**config.mk**
```make
export PLATFORM = sky130hd
export DESIGN_NAME = sobel_isqrt
export DESIGN_NICKNAME = d
export VERILOG_FILES = /design/src/sv/sobel_pkg.sv /design/src/sv/sobel_isqrt.sv
export SDC_FILE = /design/constraint.sdc
export NUM_CORES = 1
export LEC_CHECK = 0
export ABC_CLOCK_PERIOD_IN_PS = 6300
export BUFFER_PORTS_ARGS = -buffer_cell sky130_fd_sc_hd__buf_2
export CORE_MARGIN = 1
export CORE_UTILIZATION = 55
export DETAILED_ROUTE_END_ITERATION = 16
export HOLD_SLACK_MARGIN = 0.1
export PLACE_DENSITY = 0.8
export SETUP_SLACK_MARGIN = 0.5
export SLEW_MARGIN = 30
export SYNTH_ARGS = -nofsm -noshare
export SYNTH_HDL_FRONTEND = slang
export SYNTH_SLANG_ARGS = --single-unit
```
**constraint.sdc**
```tcl
create_clock -name clk -period 6.3 [get_ports clk]
set_input_delay 0.315 -clock clk [delete_from_list [all_inputs] [get_ports clk]]
set_output_delay 0.315 -clock clk [all_outputs]
set_load 0.05 [all_outputs]
```
**src/sv/sobel_pkg.sv**
```systemverilog
// ----------------------------------------------------------------------------
// Sobel edge magnitude package
// Shared widths, constants and register indexes for the Sobel edge unit.
// ----------------------------------------------------------------------------
package sobel_pkg;

	// Line store geometry.
	localparam int MAX_WIDTH  = 2048;
	localparam int MAX_HEIGHT = 4096;
	localparam int LINE_AW    = $clog2(MAX_WIDTH);

	// Field widths.
	localparam int PIX_W  = 8;
	localparam int COL_W  = 11;
	localparam int ROW_W  = 12;
	localparam int CFGW_W = 12;
	localparam int CFGH_W = 13;

	// Gray conversion: (299r + 587g + 114b) / 1000, done as a multiply by
	// the reciprocal 2^28/1000 rounded up; exact for all sums below 493000.
	localparam int GRAY_WR     = 299;
	localparam int GRAY_WG     = 587;
	localparam int GRAY_WB     = 114;
	localparam int GSUM_W      = 18;
	localparam int GRAY_RECIP  = 268436;
	localparam int GRAY_SHIFT  = 28;
	localparam int GPROD_W     = 37;

	// Gradient and magnitude widths.
	localparam int GRAD_W = 12;
	localparam int SQ_W   = 21;
	localparam int SQ_SAT = 65536;

	// Configuration register indexes.
	localparam logic [0:0] CFG_WIDTH  = 1'b0;
	localparam logic [0:0] CFG_HEIGHT = 1'b1;

	localparam logic [CFGW_W-1:0] WIDTH_RESET  = 12'd640;
	localparam logic [CFGH_W-1:0] HEIGHT_RESET = 13'd480;

endpackage

```
**src/sv/sobel_isqrt.sv**
```systemverilog
// ----------------------------------------------------------------------------
// Sobel integer square root
// Bit-serial floor square root of the squared gradient sum, clamped to 255.
// ----------------------------------------------------------------------------
module sobel_isqrt import sobel_pkg::*; (
	input  logic              clk,
	input  logic              arst_n,
	input  logic              start,
	input  logic [SQ_W-1:0]   radicand,
	output logic              done,
	output logic [PIX_W-1:0]  root
);

	logic [SQ_W-1:0]  rad_q;
	logic [PIX_W-1:0] m_q;
	logic [2:0]       bit_q;
	logic             busy_q;
	logic             sat_q;
	logic             done_q;
	logic [PIX_W-1:0] trial;
	logic [2*PIX_W-1:0] trial_sq;

	// One result bit is decided per cycle, most significant first.
	assign trial    = m_q | (PIX_W'(1) << bit_q);
	assign trial_sq = trial * trial;

	always_ff @(posedge clk or negedge arst_n) begin
		if (!arst_n) begin
			busy_q <= 1'b0;
			done_q <= 1'b0;
			bit_q  <= '0;
			m_q    <= '0;
			sat_q  <= 1'b0;
			rad_q  <= '0;
		end else begin
			done_q <= 1'b0;
			if (start) begin
				rad_q  <= radicand;
				sat_q  <= (radicand >= SQ_W'(SQ_SAT));
				m_q    <= '0;
				bit_q  <= 3'd7;
				busy_q <= 1'b1;
			end else if (busy_q) begin
				if (SQ_W'(trial_sq) <= rad_q) begin
					m_q <= trial;
				end
				if (bit_q == 3'd0) begin
					busy_q <= 1'b0;
					done_q <= 1'b1;
				end else begin
					bit_q <= bit_q - 3'd1;
				end
			end
		end
	end

	assign done = done_q;
	assign root = sat_q ? {PIX_W{1'b1}} : m_q;

endmodule

```
Word level (Yosys, flattened, before mapping). Cells that the tools add are included.

Word-level logic and storage cells: 31. Bits in registers: 35. Bits of input ports: 24. Output and inout bits: 9.

Shifts and indexed selects: 1. Bitwise operators: 1. $add $sub $neg: 1. Eq/ne operators: 1. $lt $le $gt $ge: 2. Reduce and logical (&&, ||, !) cells: 5. $mul: 1. Mux-type cells: 13.

Operator list (number): two-way mux 8 bit (4); greater-or-equal comparator 21 x 17 -> 1 bit, second input constant (1); <= comparator 16 x 21 -> 1 bit (1); multiplier 8 x 8 -> 16 bit (1); two-way mux 3 bit (3); bitwise OR 8 bit (1); << shifter 1 x 3 -> 8 bit, first input constant (1); two-way mux 1 bit (6); AND reduction 2 bit (2); nonzero test 2 bit (2); logical NOT 3 bit (1); subtractor 3 x 1 -> 3 bit, second input constant (1); != test 2 bit, second input constant (1).

Logic depth before layout (Yosys ltp). Gate-level depths: netlist (run 1).

Word-level depth: 7. Mapped depth: 24. Mapped depth without buffers: 24.

Worst setup path after synthesis (run 1). OpenSTA, ideal clock, no wires.

Kind: register -> register. From: register bit_q[0]. To: register m_q[1]. Slack: -95 ps. Period minus slack after synthesis: 6395 ps. Arrival time: 6295 ps. Setup time: 101 ps. Cell stages (with the launch flop): 24. Path buffers: 0. Data required time: 6199 ps. Path through: dfrtp_1 inv_1 ha_1 a21oi_1 or2_2 inv_1 fa_1 fa_1 fa_1 inv_1 fa_1 inv_1 ha_1 or2_2 a21oi_1 a31oi_1 or4_1 nand4_1 ha_1 nand3_1 or4_4 o41ai_4 a41oi_4 o32ai_1.

Cells in the longest elaborated chain, start to end: 6. Elaborated cells between the ends (all ways): 9. Those cells by class: mul: 1; order compare: 1; shift: 1; mux: 3; bitwise: 1; reduce/logical: 2.

RTL lines: from (decl) (line sobel_isqrt.sv:16) `logic [2:0] bit_q;`; from (signal assigned) (line sobel_isqrt.sv:51) `bit_q <= bit_q - 3'd1;`; << shifter 1 x 3 -> 8 bit (*) (line sobel_isqrt.sv:24) `assign trial = m_q | (PIX_W'(1) << bit_q);`; bitwise OR 8 bit (*) (line sobel_isqrt.sv:24); multiplier 8 x 8 -> 16 bit (line sobel_isqrt.sv:25) `assign trial_sq = trial * trial;`; <= comparator 16 x 21 -> 1 bit (line sobel_isqrt.sv:44) `if (SQ_W'(trial_sq) <= rad_q) begin`; nonzero test 2 bit (no source line); AND reduction 2 bit (no source line); to (signal assigned) (line sobel_isqrt.sv:45) `m_q <= trial;`; to (decl) (line sobel_isqrt.sv:15) `logic [PIX_W-1:0] m_q;`.

Mark *: on every way between the ends. The rest lies on a longest branch, timed or not. The select of a mux whose other input is x is not followed. A chain may end at the register's enable or synchronous reset.

Worst setup path in the final report (run 1).
From: register bit_q[1]. To: register m_q[1].

Same word-level chain as after synthesis.

==> summary.md, run 1 <==
| Metric | Value |
|---|---|
| CTS Root Buffer Type | clkbuf_8 |
| CTS tree | yes |
| Worst Path Class, Setup | flip-flop to flip-flop |
| Total CTS buffers | 5 |
| Crit path time final | a little over 6000 ps |
| First-pass iteration count of the detailed router | 4 |
| Power Dens Cells | roughly 220 nW/um^2 |
| Initial core utilization | 0.5865 |
| Worst-path clk slew | ~80 ps |
| Area of the die | about 6800 um^2 |
| Delay-heaviest family, CP | adder cells |
| Global router's overall resource usage | 0.2673 |
| CTS Buffer Depth | 2 |
| Cell area after placement | about 3900 um^2 |
| Startpoint class of the critical path | flip-flop |
| Count of final setup violators | 0 |
| I/O pins | 33 |
| PortBufs | 32 |
| Worst Skew | between 10 and 15 ps |
| Worst setup path start | bit_q[1] |
| Routability cong. | a little under 0.9 |
| Height of the die | between 80 and 90 um |
| Commonest register cell after synthesis | dfrtp_1 |
| Area growth from synthesis to final layout | 24.92% |
| Leakage | 2.155 nW |
| Final hold violation count | 0 |
| Total nets after synthesis | between 400 and 500 |
| Crit path top cell by count | fa_1 |
| Via total after detailed routing | between 2000 and 3000 |
| Vias in the first global route | around 3100 |
| Count of flip-flops with a built-in enable after synthesis | 0 |
| Number of distinct library cells after synthesis | 48 |
| Drt wl/cell | roughly 16 um |
| Origin of the critical flop-to-flop path | bit_q[1] |
| Critical path buffers and inverters | 5 |
| Unrepaired setup endpoints after global routing | yes |
| Largest stage delay on the critical path | 560 ps |
| Mapped Cells | about 390 |
| Highest signal layer in the routed design | met4 |
| Timing-limited maximum frequency | 0.1627 GHz |
| VDD IR max | 0.0002006 V |
| Transition at the pin with the smallest max-transition slack | ~840 ps |
| Pin count of the biggest net entering global routing | between 50 and 60 |
| Routed vias/inst | between 5 and 6 |
| Number of synthesis warnings | 0 |
| Residual overflow from global routing | 0 |
| First-pass GRT wire length | around 14 mm |
| Asr flop ratio synth | 1.000 |
| Cts-stage hold buffer count | 0 |
| Final critical-path setup slack | roughly 160 ps |
| Row Count | 28 |
| HPWL after DPL | between 5 and 6 mm |
| Post-Route M1 WL | 3.442 mm |
| Synthesized area | ~3600 um^2 |
| Remaining DRCs | 0 |
| Max Cap Violations | 0 |
| Worst reg2reg setup slack | 160 ps |
| WL met3 | just under 200 um |
| Slowest cell on the critical path | or4_4 |
| Worst setup EP type | flip-flop |
| Sum of routed wire length over all layers | about 8 mm |
| Share of layout cells above drive strength 1 | 0.3200 |
| Worst-path cell chain | inv_4 > ha_4 > a21oi_4 > or2_4 > fa_1 > inv_2 > fa_1 > fa_1 > inv_2 > fa_1 > inv_2 > ha_4 > nor3_4 > o2111ai_2 > a41o_1 > a21oi_2 > xnor2_1 > ha_1 > nand4_1 > or4_4 > o41ai_4 > a41oi_4 > buf_12 > o32ai_2 |
| Run status | completed |
| Core Region | roughly 6100 um^2 |
| Clock latency on the worst-skew pair | about 300 ps |
| Sum of met2 wire segment lengths after detailed routing | roughly 4.4 mm |
| Antenna violations before repair | 0 |
| Part of the cycle the worst path needs | 0.9753 |
| Worst min-delay path class | primary input to async pin |
| Worst slack at placement | -57.82 ps |
| Max H-tree Level | 2 |
| N_diodes | 0 |
| Count of clock tree sinks | 35 |
| Biggest fanout along the worst timing path | 8 |
| Post-route cell area | approximately 4400 um^2 |
| Die X-Extent | between 80 and 90 um |
| Sequential-to-total area share from yosys stat | 0.2464 |
| Final slew viol count | 0 |
| Iteration-0 DRC Markers | 120 |
| Antenna-violating nets left | 0 |
| Max-Slew Margin vs Limit | 0.4423 |
| Finished Core Util | 0.7327 |
| Register bit count reported by yosys | 35 |
| CP required | 6500 ps |
| Arrival @ worst endpoint | between 6000 and 7000 ps |
| Final Net Count | approximately 550 |
| Average cell area after synthesis | between 9 and 10 um^2 |
## state kept, by name, indices dropped and copies added (netlist names)
name,cells
rad_q,21
m_q,8
bit_q,3
busy_q,1
done,1
sat_q,1
## synth_stat cells (3+ instances only)
library cell  instances  area [um^2]
a21o_1                3        22.52
a21oi_1              20        100.1
a31oi_1               4        25.02
clkbuf_1              4        15.01
dfrtp_1              35        875.8
fa_1                 25        500.5
ha_1                 48        600.6
inv_1                76        285.3
mux2_2                7        78.83
nand2_1              23        86.33
nand2b_1              7        43.79
nand3_1               3        15.01
nand4_1               3        18.77
nor2_1               28        105.1
nor2b_1               4        25.02
nor3_1                6        30.03
o2111ai_1             3        26.28
o21ai_0              19        95.09
o32ai_1               7        61.31
or2_2                14        87.58
xnor2_1              11        96.34
xor2_1                5        43.79
## cell families (layout without fill, tap and decap cells)
logic type | Yosys count | count (layout) | synth area share
mux | 9 | 9 | 0.02781
flops | 35 | 35 | 0.2464
buf+inv | 85 | 146 | 0.09750
compound gates | 68 | 68 | 0.1313
fa+ha+maj | 73 | 73 | 0.3098
xor+xnor | 16 | 16 | 0.03942
simple gates | 103 | 103 | 0.1478
## cell type report
type                       instances  area (um^2)
timing repair buffer              61        402.9
multi-input combinational        269         2651
sequential                        35        879.6
clock inverter                     3        47.55
inverter                          77        296.5
tap                               75        93.84
clock buffer                       5        68.82
fill                             432         1620
## what timing repair did
item                                    CTS  global route
setup buffers                            23             3
resized for setup                        24             9
pin swaps                                 7             3
endpoints found under the setup margin    8             8
gates cloned                              0             0
## worst paths after layout
kind	cells after the start	endpoint
max in group asynchronous	1	bit_q[0]
min in group clk	3	rad_q[5]
worst min register to register	1	rad_q[19]
worst min-delay path	1	rad_q[18]
worst max-delay path	24	m_q[1]
worst max register to register	24	m_q[1]
## worst register-to-register path, stage by stage, from the launching register on
cell,delay [ps]
dfrtp_2,470
inv_4,110
ha_4,180
a21oi_4,100
or2_4,260
fa_1,540
inv_2,50
fa_1,460
fa_1,520
inv_2,50
fa_1,550
inv_2,50
ha_4,170
nor3_4,200
o2111ai_2,160
a41o_1,260
a21oi_2,140
xnor2_1,80
ha_1,300
nand4_1,100
or4_4,560
o41ai_4,280
a41oi_4,70
buf_12,170
o32ai_2,240
## routing by layer
layer | global-route usage | vias to the layer above
li1 | - | 1402
met3 | 0.03956 | 17
met1 | 0.3165 | 1433
met4 | 0.07193 | 0
met2 | 0.4992 | 46
met5 | 0 | -
## layout by cell type, fill, tap and decap left out, drive strengths merged, types with 3 or more instances in the layout
cell     instances
xnor2           11
a21oi           20
nand4            3
xor2             5
clkbuf           5
a31oi            4
o32ai            7
nor2b            4
dfrtp           35
buf             61
nand2           23
ha              48
nand2b           7
nand3            3
or4              3
nor3             6
o2111ai          3
fa              25
inv             78
a21o             3
or2             15
o21ai           19
mux2             7
nor2            28
## per-stage QoR
| stage | TNS [ps] | hold WS [ps] | cells | power [W] |
|---|---|---|---|---|
| after floorplan | 0 | 19.41 | 389 | 0.0005762 |
| after global placement | 0 | 421.7 | 491 | 0.0006481 |
| after detailed placement | -386.0 | 429.1 | 491 | 0.0006663 |
| after CTS | 0 | 108.3 | 522 | 0.0009626 |
| after global routing | -300.6 | 145.4 | 525 | 0.001053 |
| final | 0 | 77.80 | 525 | 0.0009914 |
## report_power, final
part	internal, W	leakage [nW]	switching, W
Combinational	0.000239	1.68	0.000277
Sequential	0.000246	0.419	0.0000182
Clock	0.000120	0.0587	0.0000924
Power figures use the tool's default switching activity.
==> run 2: changes to the inputs <==
CORE_UTILIZATION = 28   (was 55)
PLACE_DENSITY = 0.47   (was 0.8)
==> run 2 against run 1 <==
  * Sequential power hardly changed
  * Total power increased by 2.7%
  * Cell area increased by 4.4%
  * Critical path depth down 1
  * Via count down 3.9%
  * Combinational power is essentially flat
  * Global-route usage is 14 points lower
  * Clock-buffer cell count unchanged
  * Critical endpoint is now m_q[6]
  * Worst hold slack gained 37 ps
  * Non-clock buffer count is 4 higher
==> summary.md, run 2 (synthesis results as in run 1) <==
| Metric | Value |
|---|---|
| Post-route cell area | 4634 um^2 (+4.4%) |
| Antenna-violating nets left | 0 (unchanged) |
| Count of clock tree sinks | 35 (unchanged) |
| Height of the die | 114.7 um (+39%) |
| CTS tree | yes |
| Max-Slew Margin vs Limit | 0.4280 (-0.01424) |
| Worst Path Class, Setup | flip-flop to flip-flop |
| Arrival @ worst endpoint | 6190 ps (-160 ps) |
| Via total after detailed routing | 2784 (-3.9%) |
| Cell area after placement | 4090 um^2 (+4.1%) |
| Final hold violation count | 0 (unchanged) |
| Row Count | 40 (+43%) |
| Global router's overall resource usage | 0.1319 (-0.1354) |
| PortBufs | 32 (unchanged) |
| CTS Buffer Depth | 2 (unchanged) |
| Top Registers | rad_q (21), m_q (8), bit_q (3) |
| Remaining DRCs | 0 (unchanged) |
| Worst-path clk slew | 60 ps (-20 ps) |
| Worst setup EP type | flip-flop |
| Commonest non-fill, non-tap cell in the layout | inv_1 |
| Vias in the first global route | 2884 (-6.3%) |
| Unrepaired setup endpoints after global routing | yes |
| Register bank with the most flops | rad_q |
| Area of the die | 13150 um^2 (+94%) |
| I/O pins | 33 (unchanged) |
| Number of flip-flops in the largest register | 21 (unchanged) |
| Capture point of the worst reg-to-reg path | m_q[6] |
| Routed vias/inst | 4.476 (-19%) |
| Final standard cell count with taps included and fillers excluded | 622 (+18%) |
| Post-Route Setup TNS | 0 ps (unchanged) |
| Share of layout cells above drive strength 1 | 0.3326 (+0.01260) |
| CP required | 6490 ps (about the same) |
| Max Cap Violations | 0 (unchanged) |
| R2R cell count | 23 (-4.2%) |
| Antenna violations before repair | 0 (unchanged) |
| Count of final setup violators | 0 (unchanged) |
| Total CTS buffers | 5 (unchanged) |
| Clock latency on the worst-skew pair | 280 ps (-20 ps) |
| N_diodes | 0 (unchanged) |
| Crit path time final | 6006 ps (-138.2 ps) |
| Worst min-delay path class | primary input to async pin |
| VDD IR max | 0.0001610 V (-20%) |
| Routability cong. | 0.7753 (-11%) |
| Core Region | 12210 um^2 (+100%) |
| Timing-limited maximum frequency | 0.1665 GHz (+2.3%) |
| Iteration-0 DRC Markers | 53 (-56%) |
| Cts-stage hold buffer count | 0 (unchanged) |
| Transition at the pin with the smallest max-transition slack | 858.0 ps (+21.35 ps) |
| Total power of the final layout | 0.001019 W (+2.7%) |
| CTS Root Buffer Type | clkbuf_16 |
| Final slew viol count | 0 (unchanged) |
| Origin of the critical flop-to-flop path | bit_q[0] |
| Pin count of the biggest net entering global routing | 52 (unchanged) |
| Finished Core Util | 0.3795 (-0.3532) |
| Run status | completed |
| Initial core utilization | 0.2911 (-0.2954) |
| Startpoint class of the critical path | flip-flop |
| Residual overflow from global routing | 0 (unchanged) |
| Area growth from synthesis to final layout | 30.38% |
| Max H-tree Level | 2 (unchanged) |
| Final Net Count | 550 (+0.73%) |
| HPWL after DPL | 6.141 mm (+6.0%) |
| Worst reg2reg setup slack | 290 ps (+140 ps) |
| Part of the cycle the worst path needs | 0.9534 (-0.02194) |
| Die X-Extent | 114.7 um (+39%) |
| First-pass GRT wire length | 13.76 mm (+0.61%) |
| Sum of routed wire length over all layers | 7.954 mm (-2.8%) |
| Leakage | 2.167 nW (+0.59%) |
| Number of placed instances, taps included | 590 (+20%) |
| Top library cells by usage in the layout, fill and taps aside | inv_1 (66), ha_1 (40), dfrtp_1 (33) |
| Power Dens Cells | 219.8 nW/um^2 (-1.6%) |
| Worst Skew | 2.866 ps (-7.495 ps) |
| First-pass iteration count of the detailed router | 4 (unchanged) |
| Drt wl/cell | 12.79 um (-18%) |
| Worst setup path start | bit_q[0] |
| Biggest fanout along the worst timing path | 8 (unchanged) |
==> run 2: layout make-up <==
type,count,area [um^2]
fillers,1281,7577
multi-input cells,269,2659
flip-flops and latches,35,878.3
repair buffers,65,447.9
inverters,77,294.0
well taps,168,210.2
clock buffers,5,125.1
clock inverters,3,20.02
==> run 2: routing by layer <==
layer	part of all wire	GRT usage	vias to the layer above
met5	0	0	-
met4	0.022	0.04762	0
met3	0.024	0.02065	14
met2	0.47	0.2186	35
met1	0.48	0.1736	1331
li1	-	-	1404
==> run 2: per-stage QoR <==
step           setup slack [ps]  hold WS (ps)
5_1_grt                   60.19         198.0
6_report                  293.7         114.4
3_5_place_dp             -43.76         458.9
4_1_cts                   139.9         162.4
3_3_place_gp              11.17         451.2
2_1_floorplan             511.4         19.41
==> run 2: worst max path at each step <==
| stage | endpoint | cells after the start |
|---|---|---|
| after floorplan | m_q[1] | 22 |
| after global placement | m_q[1] | 23 |
| after detailed placement | m_q[6] | 23 |
| after CTS | m_q[6] | 24 |
| after global routing | m_q[6] | 23 |
| final | m_q[6] | 23 |
==> run 2: worst max-delay path, stage by stage, from the launching register on <==
cell and delay (ps):
dfrtp_2 460, inv_4 70, ha_4 190, a21oi_4 210, or2_4 170, inv_2 40
fa_1 470, fa_1 540, inv_1 40, fa_1 450, fa_1 510, inv_2 50
ha_4 230, or3_4 380, a41o_1 230, a21oi_2 140, xnor2_1 80, ha_1 310
nand4_1 110, or4_4 520, o41ai_4 270, a41oi_4 60, buf_12 170, o32ai_4 230
==> run 2: power breakdown <==
| group | switching [W] | leakage, nW | total (W) | internal, W |
|---|---|---|---|---|
| clock | 0.0000951 | 0.0658 | 0.000241 | 0.000145 |
| combinational | 0.000267 | 1.68 | 0.000516 | 0.000249 |
| sequential | 0.0000157 | 0.420 | 0.000262 | 0.000246 |
| total | 0.000378 | 2.17 | 0.00102 | 0.000641 |
==> run 2: what timing repair did <==
item | 4_1_cts | 5_1_grt
endpoints found under the setup margin | 8 | 8
setup buffers | 17 | 7
gates resized for setup | 22 | 18
pin swaps | 14 | 18
==> run 3: changes to the inputs <==
RECOVER_POWER = 100   (was default)
==> run 3 against run 2 <==
  * The flow now finishes with violations (max-capacitance violations, max-slew violations)
  * Register-to-register slack is essentially flat
  * Non-clock buffer count is the same
  * Cell area shrank 0.46%
  * Worst setup slack lost 6.7 ps
  * Die area is the same
  * Fmax shrank 0.11%
  * Clock-buffer cell count is the same
  * Worst hold slack gained 130 ps
  * Critical path type unchanged
  * Largest cell class unchanged
  * Largest power group unchanged
==> summary.md, run 3 (synthesis results as in run 1) <==
| Metric | Value |
|---|---|
| I/O pins | 33 (unchanged) |
| Part of the cycle the worst path needs | 0.9544 (+0.001067) |
| R2R cell count | 24 (+4.3%) |
| Share of layout cells above drive strength 1 | 0.3062 (-0.02643) |
| VDD IR max | 0.0001612 V (+0.15%) |
| Top Registers | rad_q (21), m_q (8), bit_q (3) |
| Power Dens Cells | 219.4 nW/um^2 (-0.20%) |
| Count of clock tree sinks | 35 (unchanged) |
| Antenna-violating nets left | 0 (unchanged) |
| Crit path time final | 6013 ps (+6.723 ps) |
| Failing checks | max-capacitance violations, max-slew violations |
| N_diodes | 0 (unchanged) |
| First-pass GRT wire length | 13.76 mm (unchanged) |
| Commonest non-fill, non-tap cell in the layout | inv_1 |
| CP required | 6490 ps (about the same) |
| Post-Route Setup TNS | 0 ps (unchanged) |
| Transition at the pin with the smallest max-transition slack | 1909 ps (+1051 ps) |
| Max Cap Violations | 1 (+1) |
| Hold Slack | 243.9 ps (+129.5 ps) |
| Top library cells by usage in the layout, fill and taps aside | inv_1 (66), ha_1 (40), dfrtp_1 (33) |
| Count of final setup violators | 0 (unchanged) |
| Die X-Extent | 114.7 um (unchanged) |
| CTS Buffer Depth | 2 (unchanged) |
| Pin count of the biggest net entering global routing | 52 (unchanged) |
| Worst setup EP type | flip-flop |
| CTS Root Buffer Type | clkbuf_16 |
| Residual overflow from global routing | 0 (unchanged) |
| Area of the die | 13150 um^2 (unchanged) |
| Capture point of the worst reg-to-reg path | m_q[6] |
| Run status | finished with violations |
| Area growth from synthesis to final layout | 29.78% |
| Sum of routed wire length over all layers | 7.970 mm (+0.20%) |
| Vias in the first global route | 2884 (unchanged) |
| Origin of the critical flop-to-flop path | bit_q[0] |
| Height of the die | 114.7 um (unchanged) |
| First-pass iteration count of the detailed router | 4 (unchanged) |
| Clock latency on the worst-skew pair | 280 ps (about the same) |
| Routed vias/inst | 4.503 (+0.61%) |
| Max H-tree Level | 2 (unchanged) |
| Biggest fanout along the worst timing path | 8 (unchanged) |
| Antenna violations before repair | 0 (unchanged) |
| Final slew viol count | 36 (+36) |
| Worst-path clk slew | 60 ps (about the same) |
| Worst Skew | 2.666 ps (-0.1996 ps) |
| Final standard cell count with taps included and fillers excluded | 622 (unchanged) |
| Unrepaired setup endpoints after global routing | yes |
| Worst reg2reg setup slack | 290 ps (about the same) |
| PortBufs | 32 (unchanged) |
| Drt wl/cell | 12.81 um (+0.20%) |
| Max-Slew Margin vs Limit | -0.2726 (-0.7006) |
| Final Net Count | 550 (unchanged) |
| Arrival @ worst endpoint | 6200 ps (about the same) |
| Register bank with the most flops | rad_q |
| Worst Path Class, Setup | flip-flop to flip-flop |
| Remaining DRCs | 0 (unchanged) |
| Worst min-delay path class | primary input to flip-flop |
| Initial core utilization | 0.2911 (unchanged) |
| Iteration-0 DRC Markers | 56 (+5.7%) |
| Final hold violation count | 0 (unchanged) |
| CTS tree | yes |
| Worst hold path endpoint | rad_q[2] |
| HPWL after DPL | 6.141 mm (unchanged) |
| Core Region | 12210 um^2 (unchanged) |
| Leakage | 2.149 nW (-0.84%) |
| Hold path start | radicand[2] |
| Timing-limited maximum frequency | 0.1663 GHz (-0.11%) |
| Startpoint class of the critical path | flip-flop |
| Finished Core Util | 0.3778 (-0.001742) |
| Routability cong. | 0.7753 (unchanged) |
| Number of flip-flops in the largest register | 21 (unchanged) |
| Via total after detailed routing | 2801 (+0.61%) |
| Number of placed instances, taps included | 590 (unchanged) |
| Depth of the worst hold-timing path | 3 |
| Row Count | 40 (unchanged) |
| Total CTS buffers | 5 (unchanged) |
| Global router's overall resource usage | 0.1319 (unchanged) |
## run 3: stage by stage
| stage | worst slack [ps] | instance area, um^2 | power [W] |
|---|---|---|---|
| final | 287.0 | 4613 | 0.001012 |
| after global routing | 33.01 | 4613 | 0.001094 |
| after CTS | 139.9 | 4494 | 0.0009971 |
| after detailed placement | -43.76 | 4090 | 0.0006731 |
| after global placement | 11.17 | 4090 | 0.0006718 |
| after floorplan | 511.4 | 3710 | 0.0005762 |
## run 3: layout make-up
| type | instances | area, um^2 |
|---|---|---|
| Multi-Input combinational cell | 269 | 2650 |
| Fill cell | 1288 | 7599 |
| Clock buffer | 5 | 125.1 |
| Inverter | 77 | 294.0 |
| Sequential cell | 35 | 878.3 |
| Clock inverter | 3 | 20.02 |
| Timing Repair Buffer | 65 | 435.4 |
| Tap cell | 168 | 210.2 |
## run 3: worst max-delay path: stages, from the launching register on
cell and delay (ps):
dfrtp_2 470, inv_4 110, ha_4 170, a21oi_4 80, or2_4 250, fa_1 550
inv_2 50, fa_1 460, fa_1 500, inv_2 40, fa_1 540, inv_2 40
ha_4 210, or2_4 250, a21oi_4 170, a31oi_4 70, or4_1 420, nand4_1 90
ha_1 140, nand3_1 120, or4_4 460, o41ai_4 270, a41oi_4 60, buf_12 170
o32ai_4 230
## run 3: layer usage
layer	vias up	share of wire	GRT usage
met4	0	0.022	0.04762
li1	1405	-	-
met3	14	0.025	0.02065
met5	-	0	0
met1	1342	0.48	0.1736
met2	40	0.47	0.2186
## run 3: timing repair
item | CTS | global route
buffers inserted | 17 | 7
hold buffers | 0 | 0
setup endpoints to repair | 8 | 8
endpoints found under the hold margin | 0 | 0
resized for setup | 22 | 18
pin swaps | 14 | 18
## run 3: power breakdown
| group | total, W | switching [W] | internal (W) |
|---|---|---|---|
| Sequential | 0.000262 | 0.0000158 | 0.000246 |
| Clock | 0.000241 | 0.0000956 | 0.000146 |
| Combinational | 0.000509 | 0.000264 | 0.000245 |
## run 3: worst max path at each step
stage	from	to	slack, ps	cells past startpoint
floorplan	bit_q[0]	m_q[1]	510	22
global placement	bit_q[2]	m_q[1]	10	23
detailed placement	bit_q[2]	m_q[6]	-40	23
CTS	bit_q[1]	m_q[6]	140	24
global route	bit_q[0]	m_q[6]	30	23
finish	bit_q[0]	m_q[6]	290	24
